$ cat config.mk
export PLATFORM = sky130hd
export DESIGN_NAME = led_comet_trail_chase_core
export DESIGN_NICKNAME = d
export VERILOG_FILES = /design/src/design/lcc_pkg.sv /design/src/design/lcc_trail_mem.sv /design/src/design/lcc_head_ctl.sv /design/src/design/lcc_sweep.sv /design/src/design/led_comet_trail_chase_core.sv
export VERILOG_INCLUDE_DIRS = /design/src /design/src/design
export SDC_FILE = /design/constraint.sdc
export NUM_CORES = 1
export LEC_CHECK = 0
export BUFFER_PORTS_ARGS = -buffer_cell sky130_fd_sc_hd__buf_2
export CORE_ASPECT_RATIO = 0.75
export CORE_MARGIN = 8
export CORE_UTILIZATION = 58
export DETAILED_ROUTE_END_ITERATION = 10
export PLACE_DENSITY = 0.83
export SETUP_SLACK_MARGIN = 0.02
export SLEW_MARGIN = 20
export SYNTH_ARGS = -nofsm -noshare
export SYNTH_HDL_FRONTEND = slang
export SYNTH_SLANG_ARGS = --single-unit
$ cat constraint.sdc
create_clock -name clk -period 7 [get_ports clk]
set_input_delay 0.35 -clock clk [delete_from_list [all_inputs] [get_ports clk]]
set_output_delay 0.35 -clock clk [all_outputs]
set_load 0.01 [all_outputs]
$ cat src/design/assert_macros.svh
// Assertion macros shared by the comet chase RTL.
// Each macro expects signals named clk and rst_n in the scope where it is used.
`ifndef ASSERT_MACROS_SVH
`define ASSERT_MACROS_SVH

`ifndef SYNTHESIS

`define LCC_ASSERT_IMP(lbl, ante, cons) \
  lbl: assert property (@(posedge clk) disable iff (!rst_n) (ante) |-> (cons)) \
    else $error("lcc: same-cycle check failed");

`define LCC_ASSERT_NEXT(lbl, ante, cons) \
  lbl: assert property (@(posedge clk) disable iff (!rst_n) (ante) |=> (cons)) \
    else $error("lcc: next-cycle check failed");

`else

`define LCC_ASSERT_IMP(lbl, ante, cons)

`define LCC_ASSERT_NEXT(lbl, ante, cons)

`endif

`endif

$ cat src/design/lcc_pkg.sv
// Shared types, constants and the LED remap table for the comet chase block.
// No dependencies.
package lcc_pkg;

  localparam int LEVEL_W    = 16;
  localparam int FADE_W     = 15;
  localparam int PROD_W     = LEVEL_W + FADE_W;
  localparam int PHASE_W    = 8;
  localparam int POS_W      = 4;
  localparam int GREEN_W    = 8;
  localparam int LIDX_W     = 6;
  localparam int CFG_IDX_W  = 2;
  localparam int CFG_DATA_W = 15;

  localparam logic [LEVEL_W-1:0] FULL_LEVEL = 16'h8000;

  // Configuration register indexes
  localparam logic [CFG_IDX_W-1:0] CFG_STEP_PERIOD     = 2'd0;
  localparam logic [CFG_IDX_W-1:0] CFG_PAUSE_LENGTH    = 2'd1;
  localparam logic [CFG_IDX_W-1:0] CFG_FADE_MULTIPLIER = 2'd2;
  localparam logic [CFG_IDX_W-1:0] CFG_ZERO_THRESHOLD  = 2'd3;

  localparam logic [PHASE_W-1:0] STEP_PERIOD_RST     = 8'd8;
  localparam logic [PHASE_W-1:0] PAUSE_LENGTH_RST    = 8'd20;
  localparam logic [FADE_W-1:0]  FADE_MULTIPLIER_RST = 15'd27853;
  localparam logic [FADE_W-1:0]  ZERO_THRESHOLD_RST  = 15'd328;

  localparam int MAP_SIZE = 11;
  localparam logic [POS_W-1:0] LED_REMAP [MAP_SIZE] =
    '{4'd0, 4'd1, 4'd2, 4'd3, 4'd4, 4'd9, 4'd8, 4'd7, 4'd6, 4'd5, 4'd10};

  typedef enum logic [1:0] {
    SW_IDLE,
    SW_ISSUE,
    SW_FLUSH,
    SW_FINISH
  } sweep_state_t;

  typedef struct packed {
    logic light_en;
    logic clear;
  } tick_ctl_t;

  typedef struct packed {
    logic done;
    logic any_lit;
  } sweep_stat_t;

  // Physical position of a logical LED; indexes past the table map to their low POS_W bits.
  function automatic logic [POS_W-1:0] remap_pos(input logic [LIDX_W-1:0] idx);
    if (idx < LIDX_W'(MAP_SIZE)) begin
      return LED_REMAP[idx[3:0]];
    end
    return idx[POS_W-1:0];
  endfunction

endpackage

$ cat src/design/lcc_trail_mem.sv
// Trail level storage: one synchronous RAM, one write and one registered read port.
// Depends on lcc_pkg.
module lcc_trail_mem import lcc_pkg::*; #(
  parameter int DEPTH  = 11,
  parameter int ADDR_W = 4
) (
  input  logic               clk,
  input  logic               rd_en,
  input  logic [ADDR_W-1:0]  rd_addr,
  output logic [LEVEL_W-1:0] rd_data_r,
  input  logic               wr_en,
  input  logic [ADDR_W-1:0]  wr_addr,
  input  logic [LEVEL_W-1:0] wr_data
);

  logic [LEVEL_W-1:0] mem [DEPTH];

  always_ff @(posedge clk) begin
    if (wr_en) begin
      mem[wr_addr] <= wr_data;
    end
  end

  always_ff @(posedge clk) begin
    if (rd_en) begin
      rd_data_r <= mem[rd_addr];
    end
  end

endmodule

$ cat src/design/lcc_head_ctl.sv
// Head, phase and pause control of the comet; decides per tick which LED is lit.
// Depends on lcc_pkg.
module lcc_head_ctl import lcc_pkg::*; #(
  parameter int LED_COUNT = 11,
  parameter int HEAD_W    = 4
) (
  input  logic               clk,
  input  logic               rst_n,
  input  logic               start,
  input  logic               restart,
  input  logic [PHASE_W-1:0] step_period,
  input  logic [PHASE_W-1:0] pause_length,
  input  sweep_stat_t        stat,
  output tick_ctl_t          ctl_r,
  output logic [HEAD_W-1:0]  light_idx_r
);

  logic [HEAD_W-1:0]  head_r, head_nxt;
  logic               waiting_r, waiting_nxt;
  logic [PHASE_W-1:0] phase_r, phase_nxt;
  logic [PHASE_W-1:0] pause_r, pause_nxt;
  logic               fresh_r, fresh_nxt;
  logic               tick_waits_r, tick_waits_nxt;
  tick_ctl_t          ctl_nxt;
  logic [HEAD_W-1:0]  light_idx_nxt;

  logic               clr;
  logic               w0;
  logic [HEAD_W-1:0]  h0;
  logic [PHASE_W-1:0] p0;
  logic [PHASE_W-1:0] q0;
  logic [PHASE_W-1:0] phase_inc;
  logic [HEAD_W-1:0]  head_inc;

  always_comb begin
    clr       = restart | fresh_r;
    w0        = clr ? 1'b0 : waiting_r;
    h0        = clr ? '0 : head_r;
    p0        = clr ? '0 : phase_r;
    q0        = clr ? '0 : pause_r;
    phase_inc = p0 + PHASE_W'(1);
    head_inc  = h0 + HEAD_W'(1);

    head_nxt       = head_r;
    waiting_nxt    = waiting_r;
    phase_nxt      = phase_r;
    pause_nxt      = pause_r;
    fresh_nxt      = fresh_r;
    tick_waits_nxt = tick_waits_r;
    ctl_nxt        = ctl_r;
    light_idx_nxt  = light_idx_r;

    if (start) begin
      fresh_nxt      = 1'b0;
      tick_waits_nxt = w0;
      pause_nxt      = q0;
      ctl_nxt.clear  = clr;
      if (!w0) begin
        head_nxt    = h0;
        waiting_nxt = 1'b0;
        phase_nxt   = phase_inc;
        if (phase_inc >= step_period) begin
          phase_nxt = '0;
          if (head_inc >= HEAD_W'(LED_COUNT)) begin
            head_nxt    = HEAD_W'(LED_COUNT);
            waiting_nxt = 1'b1;
          end else begin
            head_nxt = head_inc;
          end
        end
        ctl_nxt.light_en = !waiting_nxt;
        light_idx_nxt    = head_nxt;
      end else begin
        head_nxt         = h0;
        waiting_nxt      = 1'b1;
        phase_nxt        = p0;
        ctl_nxt.light_en = 1'b0;
      end
    end else if (stat.done && tick_waits_r && !stat.any_lit) begin
      // Trail is dark: count out the pause, then restart from LED 0
      if (pause_r < pause_length) begin
        pause_nxt = pause_r + PHASE_W'(1);
      end else begin
        waiting_nxt = 1'b0;
        head_nxt    = '0;
        phase_nxt   = '0;
        pause_nxt   = '0;
      end
    end
  end

  always_ff @(posedge clk) begin
    if (!rst_n) begin
      head_r       <= '0;
      waiting_r    <= 1'b0;
      phase_r      <= '0;
      pause_r      <= '0;
      fresh_r      <= 1'b1;
      tick_waits_r <= 1'b0;
      ctl_r        <= '0;
      light_idx_r  <= '0;
    end else begin
      head_r       <= head_nxt;
      waiting_r    <= waiting_nxt;
      phase_r      <= phase_nxt;
      pause_r      <= pause_nxt;
      fresh_r      <= fresh_nxt;
      tick_waits_r <= tick_waits_nxt;
      ctl_r        <= ctl_nxt;
      light_idx_r  <= light_idx_nxt;
    end
  end

endmodule

$ cat src/design/lcc_sweep.sv
// Per-tick sweep over the trail RAM: read, fade, threshold, light head, write back, emit.
// Depends on lcc_pkg and lcc_trail_mem.
module lcc_sweep import lcc_pkg::*; #(
  parameter int LED_COUNT = 11,
  parameter int IDX_W     = 4,
  parameter int HEAD_W    = 4
) (
  input  logic               clk,
  input  logic               rst_n,
  input  logic               start,
  input  tick_ctl_t          ctl,
  input  logic [HEAD_W-1:0]  light_idx,
  input  logic [FADE_W-1:0]  fade_mult,
  input  logic [FADE_W-1:0]  zero_thr,
  input  logic               out_ready,
  output logic               out_valid_r,
  output logic [POS_W-1:0]   out_pos_r,
  output logic [GREEN_W-1:0] out_green_r,
  output logic               out_last_r,
  output sweep_stat_t        stat,
  output logic               busy
);

  sweep_state_t       state_r, state_nxt;
  logic [IDX_W-1:0]   issue_idx_r, issue_idx_nxt;
  logic               v1_r;
  logic [IDX_W-1:0]   idx1_r;
  logic               v2_r;
  logic [IDX_W-1:0]   idx2_r;
  logic [PROD_W-1:0]  prod_r;
  logic               any_lit_r;

  logic               adv;
  logic               rd_en;
  logic               last_issue;
  logic               last2;
  logic [LEVEL_W-1:0] rd_data;
  logic [LEVEL_W-1:0] rd_lvl;
  logic [LEVEL_W-1:0] faded;
  logic               light_hit;
  logic [LEVEL_W-1:0] lvl;
  logic [LEVEL_W+7:0] green_wide;
  logic [8:0]         green9;
  logic [GREEN_W-1:0] green;
  logic               wr_en;

  // The whole pipeline advances only when the output register can take a result
  assign adv        = !out_valid_r || out_ready;
  assign rd_en      = (state_r == SW_ISSUE) && adv;
  assign last_issue = issue_idx_r == IDX_W'(LED_COUNT - 1);
  assign last2      = idx2_r == IDX_W'(LED_COUNT - 1);
  assign wr_en      = adv && v2_r;

  lcc_trail_mem #(
    .DEPTH  (LED_COUNT),
    .ADDR_W (IDX_W)
  ) u_mem (
    .clk       (clk),
    .rd_en     (rd_en),
    .rd_addr   (issue_idx_r),
    .rd_data_r (rd_data),
    .wr_en     (wr_en),
    .wr_addr   (idx2_r),
    .wr_data   (lvl)
  );

  always_comb begin
    // A cleared tick reads every entry as dark
    rd_lvl     = ctl.clear ? '0 : rd_data;
    faded      = prod_r[PROD_W-1:FADE_W];
    light_hit  = ctl.light_en && (HEAD_W'(idx2_r) == light_idx);
    if (light_hit) begin
      lvl = FULL_LEVEL;
    end else if (faded < {1'b0, zero_thr}) begin
      lvl = '0;
    end else begin
      lvl = faded;
    end
    green_wide = {lvl, 8'h00} - {8'h00, lvl};
    green9     = green_wide[LEVEL_W+7:FADE_W];
    green      = green9[8] ? 8'hFF : green9[7:0];
  end

  always_comb begin
    state_nxt     = state_r;
    issue_idx_nxt = issue_idx_r;
    case (state_r)
      SW_IDLE: begin
        if (start) begin
          state_nxt     = SW_ISSUE;
          issue_idx_nxt = '0;
        end
      end
      SW_ISSUE: begin
        if (adv) begin
          issue_idx_nxt = issue_idx_r + IDX_W'(1);
          if (last_issue) begin
            state_nxt = SW_FLUSH;
          end
        end
      end
      SW_FLUSH: begin
        if (wr_en && last2) begin
          state_nxt = SW_FINISH;
        end
      end
      SW_FINISH: begin
        state_nxt = SW_IDLE;
      end
      default: begin
        state_nxt = SW_IDLE;
      end
    endcase
  end

  always_ff @(posedge clk) begin
    if (!rst_n) begin
      state_r     <= SW_IDLE;
      issue_idx_r <= '0;
      v1_r        <= 1'b0;
      v2_r        <= 1'b0;
      out_valid_r <= 1'b0;
      any_lit_r   <= 1'b0;
    end else begin
      state_r     <= state_nxt;
      issue_idx_r <= issue_idx_nxt;
      if (adv) begin
        v1_r        <= rd_en;
        v2_r        <= v1_r;
        out_valid_r <= v2_r;
      end
      if (start) begin
        any_lit_r <= 1'b0;
      end else if (wr_en && (lvl != '0)) begin
        any_lit_r <= 1'b1;
      end
    end
  end

  always_ff @(posedge clk) begin
    if (adv) begin
      idx1_r <= issue_idx_r;
      idx2_r <= idx1_r;
      prod_r <= PROD_W'(rd_lvl) * PROD_W'(fade_mult);
      if (v2_r) begin
        out_pos_r   <= remap_pos(LIDX_W'(idx2_r));
        out_green_r <= green;
        out_last_r  <= last2;
      end
    end
  end

  assign stat.done    = state_r == SW_FINISH;
  assign stat.any_lit = any_lit_r;
  assign busy         = state_r != SW_IDLE;

endmodule

$ cat src/design/led_comet_trail_chase_core.sv
// Comet chase with a fading trail: top level, configuration registers and handshakes.
// Depends on lcc_pkg, lcc_head_ctl, lcc_sweep (with lcc_trail_mem), assert_macros.svh.
//
// Usage: each transaction on the in_ channel is one animation tick; in_restart set
// clears trail, head, phase and pause state before that tick is worked. Every tick
// yields LED_COUNT transactions on the out_ channel in logical LED order, each with
// the physical position, the green level, and out_last_led set on the final one.
// The cfg_ port writes one register per cycle at cfg_index; write only while idle.
// After a tick is accepted, its first result passes the sweep state, RAM read, product and
// output registers. A tick is one sweep over the single read port of the trail RAM, which
// visits each LED once; the next tick is accepted only once the sweep is back to idle.
// in_ready rises the cycle after the last result of a tick enters the output
// register, so the next tick can be accepted while that result still waits.
// A stalled receiver freezes the whole sweep pipeline; nothing is dropped.
// Reset: registers return to their defaults and the trail reads as dark on the
// first tick, with no clearing pass needed.
`include "assert_macros.svh"

module led_comet_trail_chase_core import lcc_pkg::*; #(
  parameter int LED_COUNT = 11
) (
  input  logic                  clk,
  input  logic                  rst_n,
  input  logic                  in_valid,
  output logic                  in_ready,
  input  logic                  in_restart,
  output logic                  out_valid,
  input  logic                  out_ready,
  output logic [POS_W-1:0]      out_led_position,
  output logic [GREEN_W-1:0]    out_green_level,
  output logic                  out_last_led,
  input  logic                  cfg_wr_en,
  input  logic [CFG_IDX_W-1:0]  cfg_index,
  input  logic [CFG_DATA_W-1:0] cfg_wdata
);

  localparam int IDX_W  = (LED_COUNT > 1) ? $clog2(LED_COUNT) : 1;
  localparam int HEAD_W = $clog2(LED_COUNT + 1);

  logic [PHASE_W-1:0] step_period_r;
  logic [PHASE_W-1:0] pause_length_r;
  logic [FADE_W-1:0]  fade_mult_r;
  logic [FADE_W-1:0]  zero_thr_r;

  logic               start;
  logic               busy;
  tick_ctl_t          tick_ctl;
  logic [HEAD_W-1:0]  light_idx;
  sweep_stat_t        stat;

  assign in_ready = !busy;
  assign start    = in_valid && in_ready;

  always_ff @(posedge clk) begin
    if (!rst_n) begin
      step_period_r  <= STEP_PERIOD_RST;
      pause_length_r <= PAUSE_LENGTH_RST;
      fade_mult_r    <= FADE_MULTIPLIER_RST;
      zero_thr_r     <= ZERO_THRESHOLD_RST;
    end else if (cfg_wr_en) begin
      case (cfg_index)
        CFG_STEP_PERIOD:     step_period_r  <= cfg_wdata[PHASE_W-1:0];
        CFG_PAUSE_LENGTH:    pause_length_r <= cfg_wdata[PHASE_W-1:0];
        CFG_FADE_MULTIPLIER: fade_mult_r    <= cfg_wdata[FADE_W-1:0];
        CFG_ZERO_THRESHOLD:  zero_thr_r     <= cfg_wdata[FADE_W-1:0];
        default: begin
        end
      endcase
    end
  end

  lcc_head_ctl #(
    .LED_COUNT (LED_COUNT),
    .HEAD_W    (HEAD_W)
  ) u_head (
    .clk          (clk),
    .rst_n        (rst_n),
    .start        (start),
    .restart      (in_restart),
    .step_period  (step_period_r),
    .pause_length (pause_length_r),
    .stat         (stat),
    .ctl_r        (tick_ctl),
    .light_idx_r  (light_idx)
  );

  lcc_sweep #(
    .LED_COUNT (LED_COUNT),
    .IDX_W     (IDX_W),
    .HEAD_W    (HEAD_W)
  ) u_sweep (
    .clk         (clk),
    .rst_n       (rst_n),
    .start       (start),
    .ctl         (tick_ctl),
    .light_idx   (light_idx),
    .fade_mult   (fade_mult_r),
    .zero_thr    (zero_thr_r),
    .out_ready   (out_ready),
    .out_valid_r (out_valid),
    .out_pos_r   (out_led_position),
    .out_green_r (out_green_level),
    .out_last_r  (out_last_led),
    .stat        (stat),
    .busy        (busy)
  );

  `LCC_ASSERT_NEXT(a_busy_after_accept, in_valid && in_ready, !in_ready)
  `LCC_ASSERT_IMP(a_light_in_range, tick_ctl.light_en, light_idx < HEAD_W'(LED_COUNT))
  `LCC_ASSERT_IMP(a_idle_holds_only_last, in_ready && out_valid, out_last_led)

endmodule

Word-level counts from Yosys, hierarchy flattened

Memory sizes are Yosys's and may differ from the RTL's. A register that Yosys moved wholly into a read port is not among the register bits.
Cells that the tools add are included.

Add/sub/neg operators: 5
Multipliers: 1
$lt $le $gt $ge: 6
Equal/unequal tests: 15
Mux-type cells: 47
Bitwise logic cells: 4
Reductions and logical operators: 30

Operator list:

| kind                                                      | count |
|---|---|
| two-way mux 8 bit                                         | 10 |
| two-way mux 4 bit                                         | 13 |
| two-way mux 16 bit                                        | 3 |
| multiplier 16 x 15 -> 31 bit                              | 1 |
| subtractor 24 x 16 -> 24 bit                              | 1 |
| adder 8 x 1 -> 8 bit (second input constant)              | 2 |
| less-than comparator 16 x 15 -> 1 bit                     | 1 |
| AND reduction 2 bit                                       | 8 |
| nonzero test 16 bit                                       | 1 |
| two-way mux 1 bit                                         | 15 |
| adder 4 x 1 -> 4 bit (second input constant)              | 2 |
| equality test 2 bit (second input constant)               | 4 |
| equality test 4 bit (second input constant)               | 2 |
| greater-or-equal comparator 8 bit                         | 1 |
| logical AND 1 bit                                         | 8 |
| less-than comparator 8 bit                                | 1 |
| two-way mux 2 bit                                         | 4 |
| inequality test 2 x 1 -> 1 bit (second input constant)    | 4 |
| one-hot mux 2 bit (4 select lines)                        | 1 |
| one-hot mux 4 bit (2 select lines)                        | 1 |
| nonzero test 2 bit                                        | 3 |
| greater-or-equal comparator 5 bit (second input constant) | 1 |
| NOT 4 -> 5 bit                                            | 1 |
| equality test 2 x 1 -> 1 bit (second input constant)      | 2 |
| other kinds (12)                                          | 18 |

Register bits: 137
Bits in writable memories: 176
ROM bits: 64
Output and inout port bits: 15
Word-level logic and storage cells: 135
Memories kept: 2

Memories:

| name              | words | width | rd ports | clocked after Yosys merged registers in | wr ports | line                | RTL |
|---|---|---|---|---|---|---|---|
| u_sweep.u_mem.mem | 11    | 16    | 1        | 1                                       | 1        | lcc_trail_mem.sv:16 | `logic [LEVEL_W-1:0] mem [DEPTH];` |
| (no name shown)   | 16    | 4     | 1        | 0                                       | 0        | lcc_pkg.sv:52       | `return LED_REMAP[idx[3:0]];` |

Longest topological paths before layout

Gate-level depths: netlist of the first run.

Word-level depth: 10
Mapped depth: 26
Depth with buffers taken out: 24

Cells and area by module

Synthesis of the first run repeated with hierarchy kept, for this count alone.

Cells, all modules: 1949
Area, all modules: 21772.1 µm²

By module, submodules not included:

| module                     | times used | cells an instance | area an instance (µm²) | seq. area each (µm²) |
|---|---|---|---|---|
| lcc_sweep                  | 1          | 1136              | 10458.8                | 1311.3 |
| lcc_trail_mem              | 1          | 395               | 7558.5                 | 5765.5 |
| lcc_head_ctl               | 1          | 230               | 1918.1                 | 580.6 |
| led_comet_trail_chase_core | 1          | 188               | 1836.8                 | 920.9 |

Worst setup path after synthesis of the first run

OpenSTA, ideal clock, no wires.

Path kind: reg-to-reg
Start point: register u_head.ctl_r[0] (netlist name)
End point: register u_sweep.prod_r[30], data pin
Setup time: 0.260 ns
Data arrival time: 6.270 ns
Required time: 6.740 ns
Path slack: 0.470 ns
Stages on the path, launching flop included: 25
Path buffers: 2
Clock period less this slack: 6.530 ns
Path through: dfxtp_1 > clkbuf_1 > nor2b_1 > clkbuf_1 > and2_1 > fa_1 > inv_1 > fa_1 > inv_1 > fa_1 > fa_1 > fa_1 > inv_1 > fa_1 > inv_1 > ha_1 > a21oi_1 > o211ai_1 > nor3_1 > o21ai_0 > o21a_1 > a221o_1 > a21o_1 > a21oi_1 > xnor2_1

Word-level cells in the longest chain between the ends: 2

RTL lines:

| what                         | line                | RTL |
|---|---|---|
| start: declaration           | lcc_head_ctl.sv:14  | `output tick_ctl_t ctl_r,` |
| start signal: assignment     | lcc_head_ctl.sv:109 | `ctl_r <= ctl_nxt;` |
| two-way mux 16 bit           | lcc_sweep.sv:69     | `rd_lvl = ctl.clear ? '0 : rd_data;` |
| multiplier 16 x 15 -> 31 bit | lcc_sweep.sv:144    | `prod_r <= PROD_W'(rd_lvl) * PROD_W'(fade_mult);` |
| end signal: assignment       | lcc_sweep.sv:144    |  |
| end: declaration             | lcc_sweep.sv:30     | `logic [PROD_W-1:0] prod_r;` |

Every way passes these cells.
A chain may end at the register's enable or synchronous reset.

Final worst setup path of the first run

Ends and elaborated chain as after synthesis.

==> impl_metrics.yaml, run 1 <==
status:
  outcome: "finished clean"
cts:
  clk_pin_slew_worst_paths_ns: 0.07
  cts_buffers: 28
  cts_max_level: 1
  clock_path_buffers: 3
  tritoncts: "yes"
  clockRootBuffer: "clkbuf_16"
  holdBufCountCts: 0
  clock_sinks: 314
  clk_latency_ns: 0.55
global_route:
  grt_util_met3_pct: 4.13
  grt_pass1_wl_mm: 77.8
  grt_util_all_layers_pct: 22.6
  overflow: 0
  grt_max_degree: 55
  grt.busiest_layer: "met2"
  grt_pass1_vias: 14569
  use_met1_pct: 31.0
  antenna_found_initial: 0
  grtUsageMet2_pct: 36.8
synthesis:
  synth_ff_type: "edfxtp_1"
  ys_ff_latch: 314
  yosysTopAreaCell: "edfxtp_1"
  synth_enable_flop_cells: 229
  synth_area_um2: 21000
  netlist.area_leader.share_pct: 32.8
  synth_cells: 1894
  syn-mean-instance-area_um2: 11.1
  synth_area_leaders: "edfxtp_1, fa_1, ha_1, dfxtp_1, and2_1"
  synth_fp_nets: 2240
  synth-warning-count: 0
  ys_types: 66
  async_reset_ff_share_pct: 0
  yosysSeqAreaShare_pct: 40.9
setup_path:
  r2r_end: "u_sweep.prod_r[30]$_DFFE_PN_"
  cpMostUsedCell: "fa_1"
  rrSetupSlack_ns: 0.23
  critPathLaunchType: "flip-flop"
  path_class: "flip-flop to flip-flop"
  cpLargestDelayFamily: "adder cells"
  crit_fanout: 10
  path_buf_inv: 4
  endpoint_kind: "flip-flop"
  slowest_delay_ns: 0.58
  critical_path.cell_chain: "nor2b_1, buf_4, nand2_1, fa_1, fa_1, fa_1, inv_1, fa_1, fa_1, inv_1, fa_1, inv_1, ha_1, a21oi_1, o211ai_1, nor3_2, o21ai_1, o21a_1, a221o_1, a21o_1, a21oi_1, xnor2_1"
  cp.depth: 22
  r2r_cells: 22
  crit_arrival_ns: 7.07
  required_ns: 7.30
  rr_startpoint: "u_head.ctl_r[0]$_SDFFE_PN0P_"
  crit_slowest_cell: "fa_1"
detailed_routing:
  wire_per_inst_um: 20.0
  drtIter0Drc: 1309
  via_per_inst: 5.84
  drc_errors: 0
  vias: 14043
  wirelength_mm: 48.2
  drt_first_pass_iters: 5
  drtAntennaViolNets: 0
placed_design:
  gp_congestion: 0.957
  hpwl_mm: 34.9
  pre_cts_ws_ns: -0.0506
  port_buffers: 37
timing:
  finalSetupViolations: 0
  hold_viol: 0
  setup_ws_ns: 0.232
  min_period_ns: 6.77
  finalClockSkew_ns: 0.0213
  post-route-period-util_pct: 96.7
  slew_violations: 0
  max_slew_margin_pct: 25.2
  rsz0062_at_grt: "false"
  fmax_mhz: 148
  worst_pin_slew_ns: 1.12
min_path:
  min_path_cells: 3
  hp-class: "input port to flip-flop"
  min-delay-start: "cfg_wdata[14]"
  hold_end: "fade_mult_r[14]$_SDFFE_PN1P_"
final_layout:
  fill_cells: 2629
  layout_common_cells: "inv_1, edfxtp_1, nand2_1"
  syn_to_final_growth_pct: 8.32
  diodes: 0
  final_common_cell: "inv_1"
  regArea_um2: 8580
  nets: 2267
  multi_input_area_um2: 11100
  drive_gt1_share_pct: 8.92
job:
  drv_cap: 0
floorplanning:
  dieWidth_um: 235
  core_area_um2: 35700
  dieArea_um2: 42500
  num_rows: 60
  die_y_um: 181
  start_util_pct: 58.6
  io_pins: 38
worst min-delay path, delay by kind of cell:
kind,cells,cell delay (ns)
buffers and inverters,1,0.10
AND/OR/NAND/NOR,2,0.12
cell type report:
class	instances	share of cell area, %
inverters	274	4.53
clock inverters	16	0.816
multi-input cells	1224	48.7
clock buffers	33	3.26
flip-flops and latches	314	37.8
repair buffers	79	2.29
well taps	465	2.56
timing repair:
| item | 4_1_cts | 5_1_grt |
|---|---|---|
| setup buffers | 0 | 0 |
| resized for setup | 2 | 7 |
| gates cloned | 0 | 0 |
| setup endpoints to repair | 1 | 7 |
state kept, by name (all words and copies together) (netlist names), 15 cells and up:
register / count
fade_mult_r: 15
u_sweep.u_mem.rd_data_r: 16
zero_thr_r: 15
u_sweep.prod_r: 16
u_sweep.u_mem.mem: 176
cell families after synthesis:
logic type / count (synthesis) / synth area share, %
XOR/XNOR: 38 / 1.59
flip-flops: 314 / 40.9
AND/OR/NAND/NOR: 571 / 13.5
multiplexers: 74 / 5.45
adder cells (fa/ha/maj): 323 / 25.7
AO/OA/AOI/OAI: 218 / 6.38
buffers and inverters: 356 / 6.44
stage by stage:
stage          instances  hold slack (ns)  instance area, µm²  TNS (ns)  util, %
6_report            2405           0.0581               22700         0     63.5
3_3_place_gp        2355            0.403               21700         0     60.8
4_1_cts             2404           0.0363               22700         0     63.4
2_1_floorplan       1894            0.400               21000         0        -
3_5_place_dp        2355            0.405               21700   -0.0506     60.8
5_1_grt             2405           0.0456               22700         0     63.5
synthesized netlist by cell type, drive strengths merged, types with 4 or more instances:
library cell,instances
a211oi,6
a21o,10
a21oi,61
and2,171
and3,5
buf,16
clkbuf,66
dfxtp,85
edfxtp,229
fa,179
ha,144
inv,273
mux2i,41
mux4,32
nand2,217
nand2b,7
nand3,25
nand4,6
nor2,77
nor2b,25
nor3,12
nor4,4
o211ai,22
o21a,7
o21ai,76
o21bai,4
o22ai,4
o31ai,10
or2,6
xnor2,22
xor2,16
worst max path at each step:
stage,endpoint,startpoint
detailed placement,u_sweep.prod_r[30]$_DFFE_PN_,u_head.ctl_r[0]$_SDFFE_PN0P_
CTS,u_sweep.prod_r[30]$_DFFE_PN_,u_head.ctl_r[0]$_SDFFE_PN0P_
global placement,u_sweep.prod_r[30]$_DFFE_PN_,u_head.ctl_r[0]$_SDFFE_PN0P_
finish,u_sweep.prod_r[30]$_DFFE_PN_,u_head.ctl_r[0]$_SDFFE_PN0P_
global route,u_sweep.prod_r[30]$_DFFE_PN_,u_head.ctl_r[0]$_SDFFE_PN0P_
floorplan,u_sweep.prod_r[30]$_DFFE_PN_,u_head.ctl_r[0]$_SDFFE_PN0P_
per-layer routing:
layer	part of all wire (%)	wire length (µm)
met2	47	22500
met3	8.5	4100
met5	0	0
met4	2.6	1270
met1	42	20400
Power of run 1 is left out: the tool's default activity adds up to more than one toggle a clock period on the data nets, which glitch-free logic cannot reach.
==> run 2: changes to the inputs <==
--- a/config.mk
+++ b/config.mk
@@ -8,11 +8,10 @@
 export LEC_CHECK = 0
 export BUFFER_PORTS_ARGS = -buffer_cell sky130_fd_sc_hd__buf_2
 export CORE_ASPECT_RATIO = 0.75
-export CORE_MARGIN = 8
+export CORE_MARGIN = 3
 export CORE_UTILIZATION = 58
 export DETAILED_ROUTE_END_ITERATION = 10
 export PLACE_DENSITY = 0.83
-export SETUP_SLACK_MARGIN = 0.02
 export SLEW_MARGIN = 20
 export SYNTH_ARGS = -nofsm -noshare
 export SYNTH_HDL_FRONTEND = slang
==> run 2 against run 1 <==
Net effect: design area is 0.12% higher; clock skew grew 0.013 ns; critical path depth up 3; routed wire length decreased by 1.2%; die area decreased by 9.5%; core utilization rose by 1.2 points; non-clock buffer count rose by 5; register-to-register slack gained 0.08 ns; highest routed layer unchanged.
==> impl_metrics.yaml, run 2 (same netlist as run 1, synthesis figures left out) <==
detailed_routing:
  drc_errors: 0
  wirelength_mm: 47.6
  drtIter0Drc: 1264
  drtAntennaViolNets: 0
  vias: 14035
  via_per_inst: 5.83
  drt_first_pass_iters: 5
  wire_per_inst_um: 19.8
timing:
  max_slew_margin_pct: 24.8
  slew_violations: 0
  fmax_mhz: 149
  setup_ws_ns: 0.308
  rsz0062_at_grt: "false"
  worst_pin_slew_ns: 1.13
  hold_viol: 0
  min_period_ns: 6.69
  finalSetupViolations: 0
  post-route-period-util_pct: 95.6
  finalClockSkew_ns: 0.0344
setup_path:
  crit_arrival_ns: 7.00
  slowest_delay_ns: 0.53
  path_buf_inv: 7
  cpLargestDelayFamily: "adder cells"
  required_ns: 7.31
  path_class: "flip-flop to flip-flop"
  critPathLaunchType: "flip-flop"
  endpoint_kind: "flip-flop"
  crit_fanout: 13
  crit_slowest_cell: "fa_1"
  cpMostUsedCell: "fa_1"
final_layout:
  fill_cells: 2550
  layout_common_cells: "inv_1, edfxtp_1, nand2_1"
  syn_to_final_growth_pct: 8.44
  drive_gt1_share_pct: 9.49
  largest-register: "u_sweep.u_mem.mem"
  final_common_cell: "inv_1"
  nets: 2273
  reg_top3: "u_sweep.u_mem.mem x176, u_sweep.prod_r x16, u_sweep.u_mem.rd_data_r x16"
  diodes: 0
  largest_register_ffs: 176
global_route:
  overflow: 0
  antenna_found_initial: 0
  grt_util_all_layers_pct: 25.2
  grt_pass1_vias: 14453
  grt_pass1_wl_mm: 76.2
  grt_max_degree: 55
placed_design:
  gp_congestion: 0.961
  hpwl_mm: 34.3
  pre_cts_ws_ns: -0.261
  port_buffers: 37
cts:
  clk_pin_slew_worst_paths_ns: 0.07
  holdBufCountCts: 0
  clock_sinks: 314
  cts_buffers: 29
  clock_path_buffers: 3
  clockRootBuffer: "clkbuf_16"
  tritoncts: "yes"
  clk_latency_ns: 0.56
  cts_max_level: 1
floorplanning:
  start_util_pct: 59.6
  dieWidth_um: 225
  die_y_um: 171
  num_rows: 59
  core_area_um2: 35100
  dieArea_um2: 38500
  io_pins: 38
job:
  drv_cap: 0
status:
  outcome: "finished clean"
min_path:
  hp-class: "input port to flip-flop"
## run 2: cell types whose count changed in the layout (fill, tap and decap cells not counted), moves of 2 or more
cell / delta
buf_4: +5
bufinv_16: -2
clkbuf_1: +6
clkinv_2: +2
clkinv_4: -2
dfxtp_1: -5
dfxtp_2: +4
nor2b_1: -3
nor2b_2: -3
nor2b_4: +6
## run 2: final cells by class
class | instances | area (µm²) | area share [%]
clock buffers | 39 | 763 | 3.36
multi-input cells | 1224 | 11100 | 48.8
clock inverters | 14 | 123 | 0.540
inverters | 274 | 1030 | 4.53
flip-flops and latches | 314 | 8590 | 37.8
repair buffers | 84 | 551 | 2.42
well taps | 457 | 572 | 2.52
## run 2: metal layers
layer	vias up	track usage, %	part of all wire [%]
met5	-	0	0
met3	87	3.88	8.8
met4	0	6.07	2.3
met2	646	41.1	48
met1	6965	36.0	41
li1	6337	-	-
## run 2: worst paths after layout
check,start,to,slack (ns),cells after the start
max,u_head.ctl_r[0]$_SDFFE_PN0P_,u_sweep.prod_r[30]$_DFFE_PN_,0.31,25
min,cfg_wdata[13],fade_mult_r[13]$_SDFFE_PN1P_,0.05,3
max reg2reg,u_head.ctl_r[0]$_SDFFE_PN0P_,u_sweep.prod_r[30]$_DFFE_PN_,0.31,25
min reg2reg,u_sweep.idx1_r[2]$_DFFE_PN_,u_sweep.idx2_r[2]$_DFFE_PN_,0.42,0
## run 2: per-stage QoR
stage / utilization, % / instances / area [µm²] / hold WS, ns / setup TNS, ns
4_1_cts: 64.2 / 2395 / 22600 / 0.0473 / 0
3_5_place_dp: 61.7 / 2342 / 21700 / 0.406 / -0.471
3_3_place_gp: 61.7 / 2342 / 21700 / 0.401 / -0.0275
2_1_floorplan: - / 1894 / 21000 / 0.400 / 0
5_1_grt: 64.7 / 2406 / 22700 / 0.0754 / 0
6_report: 64.7 / 2406 / 22700 / 0.0547 / 0
## run 2: worst min-delay path: cells and delay by family
kind / cells / cell delay (ns)
buf+inv: 1 / 0.11
simple gates: 2 / 0.11
## run 2: what timing repair did
item	in CTS	in global routing
resized for setup	5	19
setup endpoints to repair	3	6
endpoints found under the hold margin	0	0
pin swaps	0	1
buffers inserted	0	10
Power of run 2 is left out for the same reason.
